===== config.mk =====
export PLATFORM = sky130hd
export DESIGN_NAME = tkf_top_list
export DESIGN_NICKNAME = d
export VERILOG_FILES = /design/src/tkf_pkg.sv /design/src/tkf_top_list.sv
export SDC_FILE = /design/constraint.sdc
export NUM_CORES = 2
export LEC_CHECK = 0
export BUFFER_PORTS_ARGS = -buffer_cell sky130_fd_sc_hd__buf_2
export CORE_ASPECT_RATIO = 2
export CORE_MARGIN = 2
export CORE_UTILIZATION = 58
export DETAILED_ROUTE_END_ITERATION = 12
export PLACE_DENSITY = 0.81
export SKIP_LAST_GASP = 1
export SLEW_MARGIN = 20
export SYNTH_ARGS = -nofsm -noshare
export SYNTH_HDL_FRONTEND = slang
export SYNTH_SLANG_ARGS = --single-unit
export TNS_END_PERCENT = 10

===== constraint.sdc =====
create_clock -name clk -period 11.4 [get_ports clk]
set_input_delay 1.14 -clock clk [delete_from_list [all_inputs] [get_ports clk]]
set_output_delay 1.14 -clock clk [all_outputs]
set_load 0.1 [all_outputs]

===== src/tkf_pkg.sv =====
`timescale 1ns / 1ps
// ----------------------------------------------------------------------------
// tkf_pkg
// Shared sizes, types and codes of the top-k frequent item tracker.
// ----------------------------------------------------------------------------
package tkf_pkg;

  localparam int TOP_K        = 8;
  localparam int ITEM_ID_BITS = 16;
  localparam int COUNT_BITS   = 32;

  localparam int TABLE_DEPTH = 2 ** ITEM_ID_BITS;
  localparam int FILL_BITS   = $clog2(TOP_K + 1);
  localparam int IDX_BITS    = (TOP_K > 1) ? $clog2(TOP_K) : 1;

  // fixed field widths of the ports
  localparam int IN_ID_BITS     = 16;
  localparam int RANK_BITS      = 3;
  localparam int OUT_ITEM_BITS  = 16;
  localparam int OUT_COUNT_BITS = 32;
  localparam int OUT_DATA_BITS  = 56;
  localparam int K_REG_BITS     = 4;
  localparam int IVL_BITS       = 32;
  localparam int CFG_DATA_BITS  = 32;

  typedef logic [ITEM_ID_BITS-1:0] item_id_t;
  typedef logic [COUNT_BITS-1:0]   count_t;
  typedef logic [FILL_BITS-1:0]    fill_t;
  typedef logic [IDX_BITS-1:0]     idx_t;

  typedef struct packed {
    count_t   count;
    item_id_t id;
  } entry_t;

  // configuration register indexes
  typedef enum logic {
    REG_ACTIVE_K = 1'b0,
    REG_INTERVAL = 1'b1
  } cfg_idx_t;

  // input kinds
  localparam logic KIND_EVENT = 1'b0;
  localparam logic KIND_TICK  = 1'b1;

  typedef enum logic [2:0] {
    ST_CLEAR,
    ST_IDLE,
    ST_UPDATE,
    ST_TRIM,
    ST_REPORT
  } state_t;

  typedef struct packed {
    logic   upd;
    logic   trim;
    fill_t  k;
    entry_t ent;
  } list_ctrl_t;

  typedef struct packed {
    fill_t fill;
    fill_t fill_next;
  } list_stat_t;

endpackage


===== src/tkf_top_list.sv =====
`timescale 1ns / 1ps
// ----------------------------------------------------------------------------
// tkf_top_list
// Top list kept sorted ascending by (count, id); update, trim and report read.
// ----------------------------------------------------------------------------
module tkf_top_list (
  input  logic                clk,
  input  logic                rst,
  input  tkf_pkg::list_ctrl_t ctrl,
  input  tkf_pkg::idx_t       rd_idx,
  output tkf_pkg::entry_t     rd_entry,
  output tkf_pkg::list_stat_t stat
);

  localparam tkf_pkg::fill_t NONE = tkf_pkg::FILL_BITS'(tkf_pkg::TOP_K);

  function automatic logic entry_less(tkf_pkg::entry_t a, tkf_pkg::entry_t b);
    return (a.count < b.count) || ((a.count == b.count) && (a.id < b.id));
  endfunction

  tkf_pkg::entry_t list     [tkf_pkg::TOP_K];
  tkf_pkg::entry_t list_next[tkf_pkg::TOP_K];
  tkf_pkg::entry_t pad      [tkf_pkg::TOP_K+1];
  tkf_pkg::fill_t  fill;
  tkf_pkg::fill_t  fill_next;

  logic [tkf_pkg::TOP_K-1:0] below;
  logic                      found;
  logic                      ins;
  tkf_pkg::fill_t            f;
  tkf_pkg::fill_t            r;
  tkf_pkg::fill_t            p;

  always_comb begin
    for (int i = 0; i < tkf_pkg::TOP_K; i++) begin
      pad[i] = list[i];
    end
    pad[tkf_pkg::TOP_K] = '0;

    found = 1'b0;
    f     = '0;
    for (int i = 0; i < tkf_pkg::TOP_K; i++) begin
      if ((tkf_pkg::FILL_BITS'(i) < fill) && (list[i].id == ctrl.ent.id)) begin
        found = 1'b1;
        f     = tkf_pkg::FILL_BITS'(i);
      end
    end

    // pick the slot that leaves the list, if any
    ins = 1'b1;
    r   = NONE;
    if (found) begin
      r = f;
    end else if (fill < ctrl.k) begin
      r = NONE;
    end else if (ctrl.ent.count > list[0].count) begin
      r = '0;
    end else begin
      ins = 1'b0;
    end

    for (int i = 0; i < tkf_pkg::TOP_K; i++) begin
      below[i] = (tkf_pkg::FILL_BITS'(i) < fill) && (tkf_pkg::FILL_BITS'(i) != r) &&
                 entry_less(list[i], ctrl.ent);
    end
    p = tkf_pkg::FILL_BITS'($countones(below));

    for (int j = 0; j < tkf_pkg::TOP_K; j++) begin
      list_next[j] = list[j];
    end
    fill_next = fill;

    if (ctrl.upd && ins) begin
      for (int j = 0; j < tkf_pkg::TOP_K; j++) begin
        if (tkf_pkg::FILL_BITS'(j) == p) begin
          list_next[j] = ctrl.ent;
        end else if (tkf_pkg::FILL_BITS'(j) < p) begin
          list_next[j] = (tkf_pkg::FILL_BITS'(j) < r) ? pad[j] : pad[j+1];
        end else if (j > 0) begin
          list_next[j] = (tkf_pkg::FILL_BITS'(j-1) < r) ? pad[j-1] : pad[j];
        end
      end
      fill_next = (r == NONE) ? fill + tkf_pkg::FILL_BITS'(1) : fill;
    end else if (ctrl.trim) begin
      // drop the smallest entry
      for (int j = 0; j < tkf_pkg::TOP_K; j++) begin
        list_next[j] = pad[j+1];
      end
      fill_next = fill - tkf_pkg::FILL_BITS'(1);
    end
  end

  always_ff @(posedge clk) begin
    for (int j = 0; j < tkf_pkg::TOP_K; j++) begin
      list[j] <= list_next[j];
    end
  end

  always_ff @(posedge clk) begin
    if (rst) begin
      fill <= '0;
    end else begin
      fill <= fill_next;
    end
  end

  assign rd_entry       = list[rd_idx];
  assign stat.fill      = fill;
  assign stat.fill_next = fill_next;

endmodule


==> impl_metrics.toml <==
[hold_path]
min_to = "list[6][12]$_DFFE_PP_"
min_path_type = "reg -> reg"
hold_depth = 1
hold_start = "list[7][12]$_SDFFCE_PN0P_"

[sta]
setup_viol = 0
finalHoldViolations = 0
slew_headroom_pct = 4.98
rsz0062_at_grt = "false"
max_freq_mhz = 106
tns_ns = 0
worst_pin_slew_ns = 1.43
drv_slew = 0
skew_ns = 0.0341
fin_crit_ns = 9.46
period_share_pct = 83.0

[routing]
vias = 35800
wire_per_inst_um = 35.0
viasPerCell = 8.11
drc = 0
firstDrtPassIters = 7
drtIter0Drc = 5830
ant_nets = 0
wl_um = 155000

[cells_and_area]
fillCellCount = 5078
layout_commonest_cell = "ha_1"
seq_area_um2 = 11600
nets = 4054
multi_input_area_um2 = 22500
final_cell_mix = "394 x ha_1, 384 x edfxtp_1, 334 x a21oi_1"
drive_gt1_share_pct = 13.1
instances_no_fill = 4415
area_growth_pct = 6.22

[worst_setup_path]
arrival_ns = 9.86
crit_path_end_kind = "flop"
r2r_start = "list[1][17]$_DFFE_PP_"
worst-r2r-setup-slack_ns = 2.42
r2r-end = "list[1][0]$_DFFE_PP_"
reg2reg_depth = 25
crit_type = "in -> reg"
startpoint_type = "input port"
cp.required_ns = 11.80
cp_max_fo = 28

[clock_tree]
root_buffer = "clkbuf_16"
clock-sinks = 388
clk_pin_slew_worst_paths_ns = 0.07
cts_hold_buf = 0
cts_htree_levels = 2
cts_resized = 0
insertion_delay_ns = 0.61
cts_buffer_depth = 3
cts_buffers = 40
cts_tree = "yes"
post_cts_buffers = 0

[place]
hpwl_um = 97900
globalplace.congestion = 1.07
dp.cells = 4335
io_buffers = 114

[global_routing]
grt_max_degree = 190
grt_pass1_wl_um = 227000
grt_overflow = 0
antenna_found_initial = 10
gr-usage-all-layers_pct = 47.3
grt_pass1_vias = 35400

[die]
die-area_um2 = 63800
top_level_ports = 115
fp-row-count = 128
core_area_um2 = 61000
die_h_um = 355
initial_utilization_pct = 58.7
die_w_um = 180

[logic_synthesis]
syn-num-nets = 4160
synth_area_um2 = 35800
avgSynthCellArea_um2 = 9.67
synth_seq_cells = 388
synth_edf_count = 384
synth_top_flop_cell = "edfxtp_1"
ys_types = 82
synthCells = 3703
seq_area_frac_synth_pct = 32.4
ys_warn_count = 0
async_flop_share_pct = 0

[outcome]
status = "completed"

[job]
cap_violations = 0
-- kinds of logic after synthesis --
group,synth area share [%]
and+or+nand+nor,11.5
DFF,32.4
adders and majority gates,14.0
muxes,10.2
AOI/OAI and AO/OA,26.4
buffers and inverters,5.29
xor gates and xnor gates,0.0734
-- flip-flops by register name, indices dropped and copies added, names as in the netlist --
signal and cells:
fill 4, list 384
-- final cells by class --
type / count / share of cell area (%)
multi-input cells: 2875 / 59.3
flip-flops and latches: 388 / 30.5
repair buffers: 179 / 3.08
clock buffers: 47 / 2.76
well taps: 780 / 2.57
inverters: 113 / 1.12
clock inverters: 26 / 0.632
diodes: 7 / 0.0461
-- worst max-delay path: stages --
cell      delay (ns)
buf_2           0.16
inv_1           0.28
ha_1            0.30
nor2b_1         0.14
o21a_1          0.18
o21a_1          0.17
o21ai_0         0.16
a21oi_1         0.13
o31ai_1         0.66
a31oi_1         0.29
a211oi_1        0.58
o221ai_1        0.27
fa_1            0.53
fa_1            0.51
fa_1            0.47
inv_1           0.06
ha_1            0.16
inv_1           0.05
fa_1            0.39
nor2b_1         0.21
a21o_1          0.39
and2_1          0.39
nand2b_2        0.49
a31oi_4         1.10
buf_12          0.32
nand2_1         0.09
a22oi_1         0.15
-- layer usage --
layer,up-vias,track usage [%],share of wire (%)
li1,14400,-,-
met1,16700,51.9,30
met2,3431,73.0,44
met3,1215,12.5,13
met4,6,47.0,12
met5,-,0,0.028
-- synthesized netlist by cell type (4+ instances only) --
cell type  instances  area, µm²
mux2_2            48        541
a2bb2oi_1          4       35.0
nand2_1          149        559
o21ai_1          107        536
mux4_2            96       2160
a31oi_1            8       50.1
a22oi_1           70        526
dfxtp_1            4       80.1
a221o_1           69        691
o31a_1             4       35.0
ha_1             394       4930
a221oi_2          29        435
nand4_1           76        475
buf_6             10        113
nor4_1            50        313
o221ai_1           4       35.0
o211ai_1           4       30.0
o22a_1            47        412
edfxtp_1         384      11500
and4_1             7       61.3
buf_2             95        475
nor2b_1           38        238
a211oi_1          14        105
o311ai_1          46        403
nand3_1           78        390
buf_4             13       97.6
clkbuf_1         190        713
a21o_1           161       1210
nor3_1            23        115
o22ai_1          127        795
and2_1             6       37.5
nor2_1           329       1230
a21oi_1          337       1690
o21ai_0          142        711
o21a_1            75        563
a221oi_1          53        464
fa_1               4       80.1
mux2i_1           96        961
and3_1            55        344
buf_1             19       71.3
nand2b_1          21        131
a32oi_1           48        420
inv_1            113        424
-- metrics by stage --
step           util (%)  cell area [µm²]  hold slack [ns]  worst slack [ns]
2_1_floorplan         -            35800            0.575              2.56
3_3_place_gp       60.1            36700            0.617              1.87
3_5_place_dp       60.2            36700            0.631              1.83
4_1_cts            62.3            38000            0.647              2.38
5_1_grt            62.3            38000            0.687              1.80
6_report           62.3            38000            0.661              1.94
-- worst max path at each step --
| stage | to | from | slack, ns |
|---|---|---|---|
| floorplan | list[7][0]$_SDFFCE_PN0P_ | ctrl[33] | 2.56 |
| global placement | list[6][28]$_DFFE_PP_ | ctrl[17] | 1.87 |
| detailed placement | list[6][43]$_DFFE_PP_ | ctrl[17] | 1.83 |
| CTS | list[6][43]$_DFFE_PP_ | ctrl[17] | 2.38 |
| global route | list[1][0]$_DFFE_PP_ | ctrl[17] | 1.80 |
| finish | list[1][0]$_DFFE_PP_ | ctrl[17] | 1.94 |
Power is left out: the tool's default activity adds up to more than one toggle a clock period on the data nets, which glitch-free logic cannot reach.
